$ cat src/vfao_pkg.sv
// ----------------------------------------------------------------------------
// vfao_pkg
// Shared widths, register codes, configuration and issue types, and the
// per-face vertex neighbour table of the voxel face AO shader.
// ----------------------------------------------------------------------------
package vfao_pkg;

  localparam int unsigned MaskW   = 27;
  localparam int unsigned FaceW   = 3;
  localparam int unsigned ChanW   = 8;
  localparam int unsigned LevelW  = 10;
  localparam int unsigned VtxW    = 2;
  localparam int unsigned CfgIdxW = 3;
  localparam int unsigned TapW    = 5;
  localparam int unsigned NumChan = 3;
  localparam int unsigned NumFace = 6;
  localparam int unsigned NumVtx  = 4;
  localparam int unsigned FracW   = 16;
  localparam int unsigned ProdW   = ChanW + LevelW;
  localparam int unsigned FullW   = ProdW + LevelW;
  localparam int unsigned ShiftW  = FullW - FracW;

  localparam logic [VtxW-1:0] LastVtx = VtxW'(NumVtx - 1);

  localparam logic [LevelW-1:0] LevelNoneRst = LevelW'(256);
  localparam logic [LevelW-1:0] LevelOneRst  = LevelW'(205);
  localparam logic [LevelW-1:0] LevelTwoRst  = LevelW'(154);
  localparam logic [LevelW-1:0] LevelFullRst = LevelW'(102);
  localparam logic [LevelW-1:0] GainRst      = LevelW'(256);

  typedef enum logic [CfgIdxW-1:0] {
    CfgLevelNone = 3'd0,
    CfgLevelOne  = 3'd1,
    CfgLevelTwo  = 3'd2,
    CfgLevelFull = 3'd3,
    CfgGain      = 3'd4
  } cfg_idx_e;

  typedef enum logic [FaceW-1:0] {
    FaceLeft  = 3'd0,
    FaceRight = 3'd1,
    FaceDown  = 3'd2,
    FaceUp    = 3'd3,
    FaceBack  = 3'd4,
    FaceFront = 3'd5
  } face_e;

  typedef struct packed {
    logic [LevelW-1:0] level_none;
    logic [LevelW-1:0] level_one;
    logic [LevelW-1:0] level_two;
    logic [LevelW-1:0] level_full;
    logic [LevelW-1:0] gain;
  } cfg_t;

  typedef struct packed {
    logic                        valid;
    logic [MaskW-1:0]            mask;
    logic [FaceW-1:0]            face;
    logic [VtxW-1:0]             vtx;
    logic [NumChan-1:0][ChanW-1:0] chan;
  } issue_t;

  typedef struct packed {
    logic [TapW-1:0] side1;
    logic [TapW-1:0] side2;
    logic [TapW-1:0] corner;
  } tap_t;

  // side1, side2, corner bit positions per face and vertex
  localparam tap_t TapTab [NumFace][NumVtx] = '{
    '{ '{5'd1,  5'd3,  5'd0},  '{5'd1,  5'd5,  5'd2},
       '{5'd7,  5'd5,  5'd8},  '{5'd7,  5'd3,  5'd6}  },
    '{ '{5'd19, 5'd21, 5'd18}, '{5'd19, 5'd23, 5'd20},
       '{5'd25, 5'd23, 5'd26}, '{5'd25, 5'd21, 5'd24} },
    '{ '{5'd1,  5'd9,  5'd0},  '{5'd1,  5'd11, 5'd2},
       '{5'd19, 5'd11, 5'd20}, '{5'd19, 5'd9,  5'd18} },
    '{ '{5'd7,  5'd15, 5'd6},  '{5'd7,  5'd17, 5'd8},
       '{5'd25, 5'd17, 5'd26}, '{5'd25, 5'd15, 5'd24} },
    '{ '{5'd3,  5'd9,  5'd0},  '{5'd3,  5'd15, 5'd6},
       '{5'd21, 5'd15, 5'd24}, '{5'd21, 5'd9,  5'd18} },
    '{ '{5'd5,  5'd11, 5'd2},  '{5'd5,  5'd17, 5'd8},
       '{5'd23, 5'd17, 5'd26}, '{5'd23, 5'd11, 5'd20} }
  };

  function automatic tap_t vertex_taps(input logic [FaceW-1:0] face,
                                       input logic [VtxW-1:0]  vtx);
    tap_t t;
    t = '0;
    if (face <= FaceFront) begin
      t = TapTab[face][vtx];
    end
    return t;
  endfunction

endpackage

$ cat src/vfao_if.sv
// ----------------------------------------------------------------------------
// vfao interfaces
// Valid/ready channels of the voxel face AO shader: face items in, vertex
// results out, and the configuration write channel.
// ----------------------------------------------------------------------------
interface vfao_item_if import vfao_pkg::*; ();
  logic             valid;
  logic             ready;
  logic [MaskW-1:0] neighbor_mask;
  logic [FaceW-1:0] face;
  logic [ChanW-1:0] red_in;
  logic [ChanW-1:0] green_in;
  logic [ChanW-1:0] blue_in;

  modport source (output valid, neighbor_mask, face, red_in, green_in, blue_in,
                  input ready);
  modport sink (input valid, neighbor_mask, face, red_in, green_in, blue_in,
                output ready);
endinterface

interface vfao_result_if import vfao_pkg::*; ();
  logic             valid;
  logic             ready;
  logic [VtxW-1:0]  vertex;
  logic [ChanW-1:0] red_out;
  logic [ChanW-1:0] green_out;
  logic [ChanW-1:0] blue_out;
  logic             last;

  modport source (output valid, vertex, red_out, green_out, blue_out, last,
                  input ready);
  modport sink (input valid, vertex, red_out, green_out, blue_out, last,
                output ready);
endinterface

interface vfao_cfg_if import vfao_pkg::*; ();
  logic               valid;
  logic               ready;
  logic [CfgIdxW-1:0] index;
  logic [LevelW-1:0]  data;

  modport source (output valid, index, data, input ready);
  modport sink (input valid, index, data, output ready);
endinterface

$ cat src/vfao_pipe.sv
// ----------------------------------------------------------------------------
// vfao_pipe
// Four-stage shading pipeline: neighbour lookup and level pick, channel by
// level, by gain, then shift and saturate into the output register.
// ----------------------------------------------------------------------------
module vfao_pipe import vfao_pkg::*; (
  input  logic             clk_i,
  input  logic             rst_ni,
  input  cfg_t             cfg_i,
  input  issue_t           issue_i,
  input  logic             out_ready_i,
  output logic             adv_o,
  output logic             out_valid_o,
  output logic [VtxW-1:0]  vertex_o,
  output logic [NumChan-1:0][ChanW-1:0] chan_o,
  output logic             last_o
);

  logic                          s1_valid_q, s2_valid_q, s3_valid_q, s4_valid_q;
  logic [VtxW-1:0]               s1_vtx_q, s2_vtx_q, s3_vtx_q, s4_vtx_q;
  logic [LevelW-1:0]             s1_level_q, s1_level_d;
  logic [NumChan-1:0][ChanW-1:0] s1_chan_q;
  logic [NumChan-1:0][ProdW-1:0] s2_prod_q, s2_prod_d;
  logic [NumChan-1:0][FullW-1:0] s3_full_q, s3_full_d;
  logic [NumChan-1:0][ChanW-1:0] s4_chan_q, s4_chan_d;
  tap_t                          tap;
  logic                          side1, side2, corner;
  logic [ShiftW-1:0]             shifted;

  assign adv_o = !s4_valid_q || out_ready_i;

  always_comb begin
    tap    = vertex_taps(issue_i.face, issue_i.vtx);
    side1  = issue_i.mask[tap.side1];
    side2  = issue_i.mask[tap.side2];
    corner = issue_i.mask[tap.corner];
    priority if (side1 && side2) begin
      s1_level_d = cfg_i.level_full;
    end else if ((side1 || side2) && corner) begin
      s1_level_d = cfg_i.level_two;
    end else if (side1 || side2 || corner) begin
      s1_level_d = cfg_i.level_one;
    end else begin
      s1_level_d = cfg_i.level_none;
    end
  end

  always_comb begin
    shifted = '0;
    for (int c = 0; c < NumChan; c++) begin
      s2_prod_d[c] = ProdW'(s1_chan_q[c]) * ProdW'(s1_level_q);
      s3_full_d[c] = FullW'(s2_prod_q[c]) * FullW'(cfg_i.gain);
      shifted      = s3_full_q[c][FullW-1:FracW];
      s4_chan_d[c] = (|shifted[ShiftW-1:ChanW]) ? '1 : shifted[ChanW-1:0];
    end
  end

  always_ff @(posedge clk_i or negedge rst_ni) begin
    if (!rst_ni) begin
      s1_valid_q <= 1'b0;
      s2_valid_q <= 1'b0;
      s3_valid_q <= 1'b0;
      s4_valid_q <= 1'b0;
    end else if (adv_o) begin
      s1_valid_q <= issue_i.valid;
      s2_valid_q <= s1_valid_q;
      s3_valid_q <= s2_valid_q;
      s4_valid_q <= s3_valid_q;
    end
  end

  always_ff @(posedge clk_i) begin
    if (adv_o) begin
      s1_vtx_q   <= issue_i.vtx;
      s1_level_q <= s1_level_d;
      s1_chan_q  <= issue_i.chan;
      s2_vtx_q   <= s1_vtx_q;
      s2_prod_q  <= s2_prod_d;
      s3_vtx_q   <= s2_vtx_q;
      s3_full_q  <= s3_full_d;
      s4_vtx_q   <= s3_vtx_q;
      s4_chan_q  <= s4_chan_d;
    end
  end

  assign out_valid_o = s4_valid_q;
  assign vertex_o    = s4_vtx_q;
  assign chan_o      = s4_chan_q;
  assign last_o      = (s4_vtx_q == LastVtx);

endmodule

$ cat src/voxel_face_vertex_ao_shade.sv
// ----------------------------------------------------------------------------
// voxel_face_vertex_ao_shade
// Per-vertex ambient occlusion shading of one voxel face.
//
// item_i carries one face transaction: a 27-bit neighbour solid mask, the
// face code and a base RGB colour. result_o returns four vertex
// transactions per face, vertex 0 to 3, with last set on vertex 3. A face
// code of six or seven is accepted and produces no result. cfg_i writes
// the four shade levels and the gain; it is always ready. Write it only
// while the block is idle; the block itself does not enforce this.
// The accepted face is held in a holding register and issues its vertices
// in order into the shading pipeline. The single result channel emits one
// vertex per cycle while the receiver is ready; a new face is accepted
// in the cycle its predecessor issues its last vertex.
// Reset clears all valid bits and loads the level and gain defaults.
// When the receiver stalls, the whole pipeline holds and item_i drops
// ready once the holding register is full; nothing is lost or repeated.
// ----------------------------------------------------------------------------
module voxel_face_vertex_ao_shade import vfao_pkg::*; (
  input  logic   clk_i,
  input  logic   rst_ni,
  vfao_item_if.sink     item_i,
  vfao_result_if.source result_o,
  vfao_cfg_if.sink      cfg_i
);

  cfg_t                          cfg_q, cfg_d;
  logic                          item_valid_q, item_valid_d;
  logic [MaskW-1:0]              mask_q;
  logic [FaceW-1:0]              face_q;
  logic [NumChan-1:0][ChanW-1:0] chan_q;
  logic [VtxW-1:0]               vtx_q, vtx_d;
  logic                          adv;
  logic                          issue_fire;
  logic                          last_issue;
  logic                          accept;
  issue_t                        issue;
  logic [NumChan-1:0][ChanW-1:0] out_chan;

  assign issue_fire   = item_valid_q && adv;
  assign last_issue   = issue_fire && (vtx_q == LastVtx);
  assign item_i.ready = !item_valid_q || last_issue;
  assign accept       = item_i.valid && item_i.ready;
  assign cfg_i.ready  = 1'b1;

  always_comb begin
    item_valid_d = item_valid_q;
    vtx_d        = vtx_q;
    if (accept) begin
      item_valid_d = (item_i.face <= FaceFront);
      vtx_d        = '0;
    end else if (last_issue) begin
      item_valid_d = 1'b0;
    end else if (issue_fire) begin
      vtx_d = vtx_q + VtxW'(1);
    end
  end

  always_comb begin
    cfg_d = cfg_q;
    if (cfg_i.valid) begin
      unique case (cfg_i.index)
        CfgLevelNone: cfg_d.level_none = cfg_i.data;
        CfgLevelOne:  cfg_d.level_one  = cfg_i.data;
        CfgLevelTwo:  cfg_d.level_two  = cfg_i.data;
        CfgLevelFull: cfg_d.level_full = cfg_i.data;
        CfgGain:      cfg_d.gain       = cfg_i.data;
        default:      cfg_d = cfg_q;
      endcase
    end
  end

  always_ff @(posedge clk_i or negedge rst_ni) begin
    if (!rst_ni) begin
      item_valid_q     <= 1'b0;
      vtx_q            <= '0;
      cfg_q.level_none <= LevelNoneRst;
      cfg_q.level_one  <= LevelOneRst;
      cfg_q.level_two  <= LevelTwoRst;
      cfg_q.level_full <= LevelFullRst;
      cfg_q.gain       <= GainRst;
    end else begin
      item_valid_q <= item_valid_d;
      vtx_q        <= vtx_d;
      cfg_q        <= cfg_d;
    end
  end

  always_ff @(posedge clk_i) begin
    if (accept) begin
      mask_q    <= item_i.neighbor_mask;
      face_q    <= item_i.face;
      chan_q[0] <= item_i.red_in;
      chan_q[1] <= item_i.green_in;
      chan_q[2] <= item_i.blue_in;
    end
  end

  always_comb begin
    issue.valid = item_valid_q;
    issue.mask  = mask_q;
    issue.face  = face_q;
    issue.vtx   = vtx_q;
    issue.chan  = chan_q;
  end

  vfao_pipe u_pipe (
    .clk_i       (clk_i),
    .rst_ni      (rst_ni),
    .cfg_i       (cfg_q),
    .issue_i     (issue),
    .out_ready_i (result_o.ready),
    .adv_o       (adv),
    .out_valid_o (result_o.valid),
    .vertex_o    (result_o.vertex),
    .chan_o      (out_chan),
    .last_o      (result_o.last)
  );

  assign result_o.red_out   = out_chan[0];
  assign result_o.green_out = out_chan[1];
  assign result_o.blue_out  = out_chan[2];

endmodule

$ cat src/flat_wrapper.sv
// flat-port wrapper written by rule: the top's interface ports become plain ports
module voxel_face_vertex_ao_shade_flat import vfao_pkg::*;
  (clk_i, rst_ni, item_i_valid, item_i_neighbor_mask, item_i_face, item_i_red_in, item_i_green_in, item_i_blue_in, item_i_ready, result_o_valid, result_o_vertex, result_o_red_out, result_o_green_out, result_o_blue_out, result_o_last, result_o_ready, cfg_i_valid, cfg_i_index, cfg_i_data, cfg_i_ready);
  vfao_item_if item_i_i ();
  vfao_result_if result_o_i ();
  vfao_cfg_if cfg_i_i ();
  input  logic clk_i;
  input  logic rst_ni;
  input wire logic [$bits(item_i_i.valid)-1:0] item_i_valid;
  input wire logic [$bits(item_i_i.neighbor_mask)-1:0] item_i_neighbor_mask;
  input wire logic [$bits(item_i_i.face)-1:0] item_i_face;
  input wire logic [$bits(item_i_i.red_in)-1:0] item_i_red_in;
  input wire logic [$bits(item_i_i.green_in)-1:0] item_i_green_in;
  input wire logic [$bits(item_i_i.blue_in)-1:0] item_i_blue_in;
  output wire logic [$bits(item_i_i.ready)-1:0] item_i_ready;
  output wire logic [$bits(result_o_i.valid)-1:0] result_o_valid;
  output wire logic [$bits(result_o_i.vertex)-1:0] result_o_vertex;
  output wire logic [$bits(result_o_i.red_out)-1:0] result_o_red_out;
  output wire logic [$bits(result_o_i.green_out)-1:0] result_o_green_out;
  output wire logic [$bits(result_o_i.blue_out)-1:0] result_o_blue_out;
  output wire logic [$bits(result_o_i.last)-1:0] result_o_last;
  input wire logic [$bits(result_o_i.ready)-1:0] result_o_ready;
  input wire logic [$bits(cfg_i_i.valid)-1:0] cfg_i_valid;
  input wire logic [$bits(cfg_i_i.index)-1:0] cfg_i_index;
  input wire logic [$bits(cfg_i_i.data)-1:0] cfg_i_data;
  output wire logic [$bits(cfg_i_i.ready)-1:0] cfg_i_ready;
  assign item_i_i.valid = item_i_valid;
  assign item_i_i.neighbor_mask = item_i_neighbor_mask;
  assign item_i_i.face = item_i_face;
  assign item_i_i.red_in = item_i_red_in;
  assign item_i_i.green_in = item_i_green_in;
  assign item_i_i.blue_in = item_i_blue_in;
  assign item_i_ready = item_i_i.ready;
  assign result_o_valid = result_o_i.valid;
  assign result_o_vertex = result_o_i.vertex;
  assign result_o_red_out = result_o_i.red_out;
  assign result_o_green_out = result_o_i.green_out;
  assign result_o_blue_out = result_o_i.blue_out;
  assign result_o_last = result_o_i.last;
  assign result_o_i.ready = result_o_ready;
  assign cfg_i_i.valid = cfg_i_valid;
  assign cfg_i_i.index = cfg_i_index;
  assign cfg_i_i.data = cfg_i_data;
  assign cfg_i_ready = cfg_i_i.ready;
  voxel_face_vertex_ao_shade u_core (.clk_i(clk_i), .rst_ni(rst_ni), .item_i(item_i_i), .result_o(result_o_i), .cfg_i(cfg_i_i));
endmodule
$ cat config.mk
export PLATFORM = sky130hd
export DESIGN_NAME = voxel_face_vertex_ao_shade_flat
export DESIGN_NICKNAME = d
export VERILOG_FILES = /design/src/vfao_pkg.sv /design/src/vfao_if.sv /design/src/vfao_pipe.sv /design/src/voxel_face_vertex_ao_shade.sv /design/src/flat_wrapper.sv
export SDC_FILE = /design/constraint.sdc
export NUM_CORES = 2
export LEC_CHECK = 0
export ABC_AREA = 1
export BUFFER_PORTS_ARGS = -buffer_cell sky130_fd_sc_hd__buf_2
export CORE_MARGIN = 8
export CORE_UTILIZATION = 45
export CTS_BUF_LIST = sky130_fd_sc_hd__clkbuf_16
export DETAILED_ROUTE_END_ITERATION = 8
export GPL_ROUTABILITY_DRIVEN = 1
export SETUP_SLACK_MARGIN = 0.02
export SLEW_MARGIN = 20
export SYNTH_ARGS = -nofsm -noshare
export SYNTH_HDL_FRONTEND = slang
export SYNTH_SLANG_ARGS = --single-unit
$ cat constraint.sdc
create_clock -name clk_i -period 8.7 [get_ports clk_i]
set_clock_uncertainty 0.15 [all_clocks]
set_input_delay 0 -clock clk_i [delete_from_list [all_inputs] [get_ports clk_i]]
set_output_delay 0 -clock clk_i [all_outputs]
set_load 0.005 [all_outputs]
# Word-level counts from Yosys, hierarchy flattened
# Memory sizes are Yosys's and may differ from the RTL's.
# Index checks and enable logic that the tools add are counted.
[word_totals]
ff_bits = 315
latchBits = 0
ramBits = 0
mem_bits_ro = 480
input_bits = 72
output_inout_bits = 30
elab_cells = 100
mem_count = 1
[mem_list]
columns = ["memory", "words", "word_bits", "read_ports", "rd_ports_with_merged_regs", "write_ports", "line", "rtl"]
rows = [
  ["(name not given)", 8, 60, 1, 0, 0, "vfao_pkg.sv:91", "t = TapTab[face][vtx];"],
]
[classes]
add_sub_neg = 1
n_mul = 6
div_mod_pow = 0
magnitude_cmp = 7
n_eq_ne = 7
shift = 0
mux = 20
bitwise = 2
reduce_logical = 23
[ops]
columns = ["op", "count"]
rows = [
  ["2-to-1 mux 60 bit", 2],
  ["multiplier 18 x 10 -> 28 bit", 3],
  ["multiplier 8 x 10 -> 18 bit", 3],
  ["2-to-1 mux 15 bit", 3],
  ["binary-select mux 15 bit (select 2 bit)", 1],
  ["2-to-1 mux 10 bit", 3],
  ["< comparator 5 x 6 -> 1 bit, second input constant", 3],
  ["binary-select mux 1 bit (select 5 bit)", 3],
  ["AND reduction 2 bit", 6],
  ["OR reduction 4 bit", 3],
  ["equality test 3 x 2 -> 1 bit, second input constant", 2],
  ["<= comparator 3 bit, second input constant", 2],
  ["2-to-1 mux 2 bit", 3],
  ["logical AND 1 bit", 5],
  ["2-to-1 mux 1 bit", 5],
  ["equality test 2 bit, second input constant", 2],
  ["greater-or-equal comparator 4 bit, second input constant", 1],
  ["logical OR 1 bit", 4],
  ["NOT 3 -> 4 bit", 1],
  ["nonzero test 2 bit", 2],
  ["equality test 3 x 1 -> 1 bit, second input constant", 1],
  ["equality test 3 bit, second input constant", 1],
  ["greater-or-equal comparator 3 bit, second input constant", 1],
  ["zero test 3 bit", 1],
  ["other kinds (4)", 5],
]

# Depth between registers and ports, before layout
[logic_depth]
word_depth = 15
depth_mapped = 27
depth_no_buf = 25

# Modules after synthesis
# A second synthesis with hierarchy kept.
[unflattened]
cells_unflattened = 4172
area_unflattened_um2 = 35088.7
[modules_own_cells]
columns = ["module", "n_inst", "cells_each", "area_each_um2", "seq_area_each_um2"]
rows = [
  ["vfao_pipe", 1, 3886, 31263.7, 4784.6],
  ["voxel_face_vertex_ao_shade", 1, 286, 3824.9, 2966.6],
]

# Least setup slack after synthesis
# Ideal clock, no wire load.
[synth_path]
path_type = "reg-to-reg"
start = "register u_core.u_pipe.s4_valid_q (netlist: u_core.u_pipe.out_valid_o)"
end = "register u_core.chan_q[0] (netlist bit), enable pin"
setup_ns = 0.467
arrival_ns = 6.456
t_required_ns = 8.083
path_slack_ns = 1.627
path_stages_with_launch = 6
path_buffers = 0
period_less_slack_ns = 7.073
cell_sequence = "dfrtp_1 > inv_1 > nor2_1 > inv_1 > a21oi_1 > nor2_1"
[synth_via]
elab_chain_len = 6
[synth_lines]
columns = ["item", "line", "rtl"]
rows = [
  ["from (decl)", "vfao_pipe.sv:19", "logic s1_valid_q, s2_valid_q, s3_valid_q, s4_valid_q;"],
  ["from (signal assigned)", "vfao_pipe.sv:68", "s4_valid_q <= s3_valid_q;"],
  ["zero test 1 bit", "vfao_pipe.sv:30", "assign adv_o = !s4_valid_q || out_ready_i;"],
  ["logical OR 1 bit", "vfao_pipe.sv:30", ""],
  ["named net u_core.adv", "voxel_face_vertex_ao_shade.sv:33", "logic adv;"],
  ["logical AND 1 bit", "voxel_face_vertex_ao_shade.sv:40", "assign issue_fire = item_valid_q && adv;"],
  ["logical AND 1 bit", "voxel_face_vertex_ao_shade.sv:41", "assign last_issue = issue_fire && (vtx_q == LastVtx);"],
  ["logical OR 1 bit", "voxel_face_vertex_ao_shade.sv:42", "assign item_i.ready = !item_valid_q || last_issue;"],
  ["logical AND 1 bit", "voxel_face_vertex_ao_shade.sv:43", "assign accept = item_i.valid && item_i.ready;"],
  ["named net u_core.accept", "voxel_face_vertex_ao_shade.sv:36", "logic accept;"],
  ["to (decl)", "voxel_face_vertex_ao_shade.sv:31", "logic [NumChan-1:0][ChanW-1:0] chan_q;"],
]
# The timed path passes the listed nets, and every way through them passes these cells.
# A chain may end at the register's enable or synchronous reset.

==> run summary <==
DR pass1 iterations = 5
P&R area growth vs syn = 10.83%
Hold EP = u_core.item_valid_q
Nets = 5,096
WL/cell = 14.01 µm
Drt initial violations = 1,411
Worst r2r path cells = 24
Dpl cell area = 35,920 µm²
Crit path cell chain = buf_4, nand2_1, inv_1, fa_1, fa_1, fa_1, fa_1, inv_1, fa_1, inv_1, ha_1, nand2_1, inv_1, nand3_1, nor3_1, nand3_1, nand3_1, nand3_1, nand2_1, nand2_1, nand3_1, nand2_1, nand2_1, xnor2_1
Row cnt = 101
Core Util, Final = 50.51%
Initial antenna violation count = 0
Grt total ovfl = 0
RSZ-0062 raised after global routing = no
Yosys reg bits = 267
Starting Density = 45.58%
Minimum hold slack = 72.86 ps
PortBufs = 100
FFs w/ async S/R, synth = 21.35%
CTS tree = built
Max Freq = 165.6 MHz
Ratio of cells with drive above 1 in the final layout = 5.959%
Critical path class = reg -> reg
Largest net degree at the start of global routing = 91
Vias per cell = 4.777
Post-synth EDFFs = 210
Hold Startpoint = item_i_face[1]
Worst hold stages = 5
Sum of negative setup slack = 0 ps
Ant diodes = 0
CP peak stage delay = 920 ps
Slowest-stage cell, CP = dfstp_2
Sink Count = 267
Slew margin rel. = 30.56%
Aggregate global-route resource usage = 17.83%
Worst setup SP type = register
Core area = 76,080 µm²
Most frequent CP cell = nand2_1
Crit share post-route = 69.40%
Final number of setup-violating endpoints = 0
R2R Path End = u_core.u_pipe.s3_full_q[27]
Syn Inst Count = 4,093
CTS H-tree lvls = 2
Slew @ Worst Pin = 1042 ps
Critical-path maximum fanout = 29
Remaining DRCs = 0
Vias = 25,120
Final ANT Viol Nets = 0
Max clock buf depth = 3
Hold Vio Cnt, Final = 0
Die ar. = 86,190 µm²
Die Y = 293.6 µm
Root buffer cell = clkbuf_16
Register area share after synthesis = 22.35%
Die X = 293.6 µm
YS warnings = 0
Routability cong. = 0.8480
Critical path buffers and inverters = 5
Clk_lat worst skew = 590 ps
Post-route cell area = 38,430 µm²
TritonCTS Buffers = 36
Status = complete, no violations
RR Startpoint = u_core.cfg_q[8]
Minimum clock period = 6038 ps
Top FF cell, synth = edfxtp_1
DP HPWL = 54.96 mm
Mapped cell area = 34,670 µm²
Syn_nets = 4,988
IO Count = 102
Worst setup EP type = register
CP top delay family = adder cells
CP Data Arrival Time = 6210 ps
Yosys cell types = 50
Vias in the first global route = 26,610
First-pass GRT wire length = 128.9 mm
Reg2reg setup slack = 2660 ps
Max-slew violations = 0
Postcts setup bufs = 0
Final WL = 73.69 mm
Hold Path Class = in -> reg
Clock-pin slew on the worst setup and hold paths = 70 ps
Max_cap viols = 0
Syn avg cell area = 8.471 µm²
Required time worst endpoint = 8880 ps
## placed cells by master, fill, tap and decap left out, drive strengths merged, types with 4 or more instances in the layout
cell type / count
ha: 304
inv: 1088
edfxtp: 210
nor4: 10
and2: 6
xor2: 57
dlygate4sd3: 127
a21oi: 136
nor3: 13
dfstp: 15
xnor2: 24
nor2: 75
a31oi: 6
fa: 519
buf: 121
nand3b: 14
o31ai: 8
dfrtp: 42
o21a: 4
nand2: 1111
clkbuf: 38
nand3: 112
clkinv: 14
o21bai: 4
a21o: 11
o21ai: 126
nand4: 12
## cells in the mapped netlist, types with 4 or more instances
master / number / area share (%)
dfrtp_1: 42 / 3.0
o31ai_1: 8 / 0.17
nand2_1: 1100 / 12
o21a_1: 4 / 0.087
o21bai_1: 4 / 0.087
nand3b_1: 14 / 0.30
and2_1: 5 / 0.090
inv_1: 1073 / 12
buf_6: 4 / 0.13
a21oi_1: 127 / 1.8
xor2_1: 57 / 1.4
buf_1: 66 / 0.71
a21o_1: 11 / 0.24
xnor2_1: 24 / 0.61
dfstp_2: 15 / 1.1
nand3_1: 95 / 1.4
o21ai_0: 122 / 1.8
a31oi_1: 6 / 0.11
nor4_1: 10 / 0.18
edfxtp_1: 210 / 18
nand2_2: 8 / 0.14
a21oi_2: 9 / 0.23
ha_1: 304 / 11
nor3_1: 13 / 0.19
buf_4: 4 / 0.087
clkbuf_1: 103 / 1.1
nor2_1: 73 / 0.79
inv_2: 5 / 0.054
fa_1: 519 / 30
nand4_1: 11 / 0.20
nand3_2: 16 / 0.46
## timing repair
action / in CTS / in global routing
resized for setup: 0 / 0
endpoints found under the hold margin: 166 / 0
hold buffers: 127 / 0
## through the flow
stage,std cells,setup slack [ps]
after floorplan,4093,1627
after global placement,5066,2779
after detailed placement,5066,2685
after CTS,5259,2663
after global routing,5259,2283
final,5259,2662
## final cells by class
cell class | instances | area (µm²)
Multi-Input combinational cell | 2569 | 22160
Fill cell | 7262 | 37650
Tap cell | 1030 | 1289
Timing Repair Buffer | 248 | 1929
Inverter | 1079 | 4060
Sequential cell | 267 | 7762
Clock inverter | 28 | 280.3
Clock buffer | 38 | 950.9
## how the worst max path moves through the flow
stage / startpoint / end / slack (ps) / cells past startpoint
floorplan: u_core.u_pipe.out_valid_o / u_core.chan_q[0] / 1630 / 5
detailed placement: u_core.cfg_q[8] / u_core.u_pipe.s3_full_q[27] / 2690 / 24
CTS: u_core.cfg_q[8] / u_core.u_pipe.s3_full_q[27] / 2660 / 24
global route: u_core.cfg_q[8] / u_core.u_pipe.s3_full_q[27] / 2280 / 24
global placement: u_core.cfg_q[8] / u_core.u_pipe.s3_full_q[27] / 2780 / 24
finish: u_core.cfg_q[8] / u_core.u_pipe.s3_full_q[27] / 2660 / 24
## cell families after synthesis
logic type	Yosys count	synth area share (%)
adders and majority gates	823	40.94
DFF	267	22.35
other	1	0.01082
xor gates and xnor gates	81	2.046
AOI/OAI and AO/OA	310	4.947
buffers and inverters	1257	13.78
and+or+nand+nor	1354	15.92
## flip-flops by register name (all words and copies together), names as in the netlist, 3 cells and up
name	cells
u_core.mask_q	27
u_core.chan_q	24
u_core.u_pipe.s1_chan_q	24
u_core.face_q	3
u_core.cfg_q	50
u_core.u_pipe.s3_full_q	36
u_core.u_pipe.s1_level_q	10
u_core.u_pipe.s2_prod_q	54
u_core.u_pipe.chan_o	24
## routing by layer
layer	part of all wire (%)	vias to the layer above	GRT usage [%]
li1	-	12350	-
met1	47	12180	24.56
met2	46	519	29.85
met3	4.9	80	2.466
met4	1.8	0	3.981
met5	0	-	0
## worst min-delay path, delay by kind of cell
kind	cells	cell delay, ps
and+or+nand+nor	3	140
buffers and inverters	2	630
Power is not shown: default switching activity piles up to over one toggle a cycle in this logic, so the estimate is an artifact.
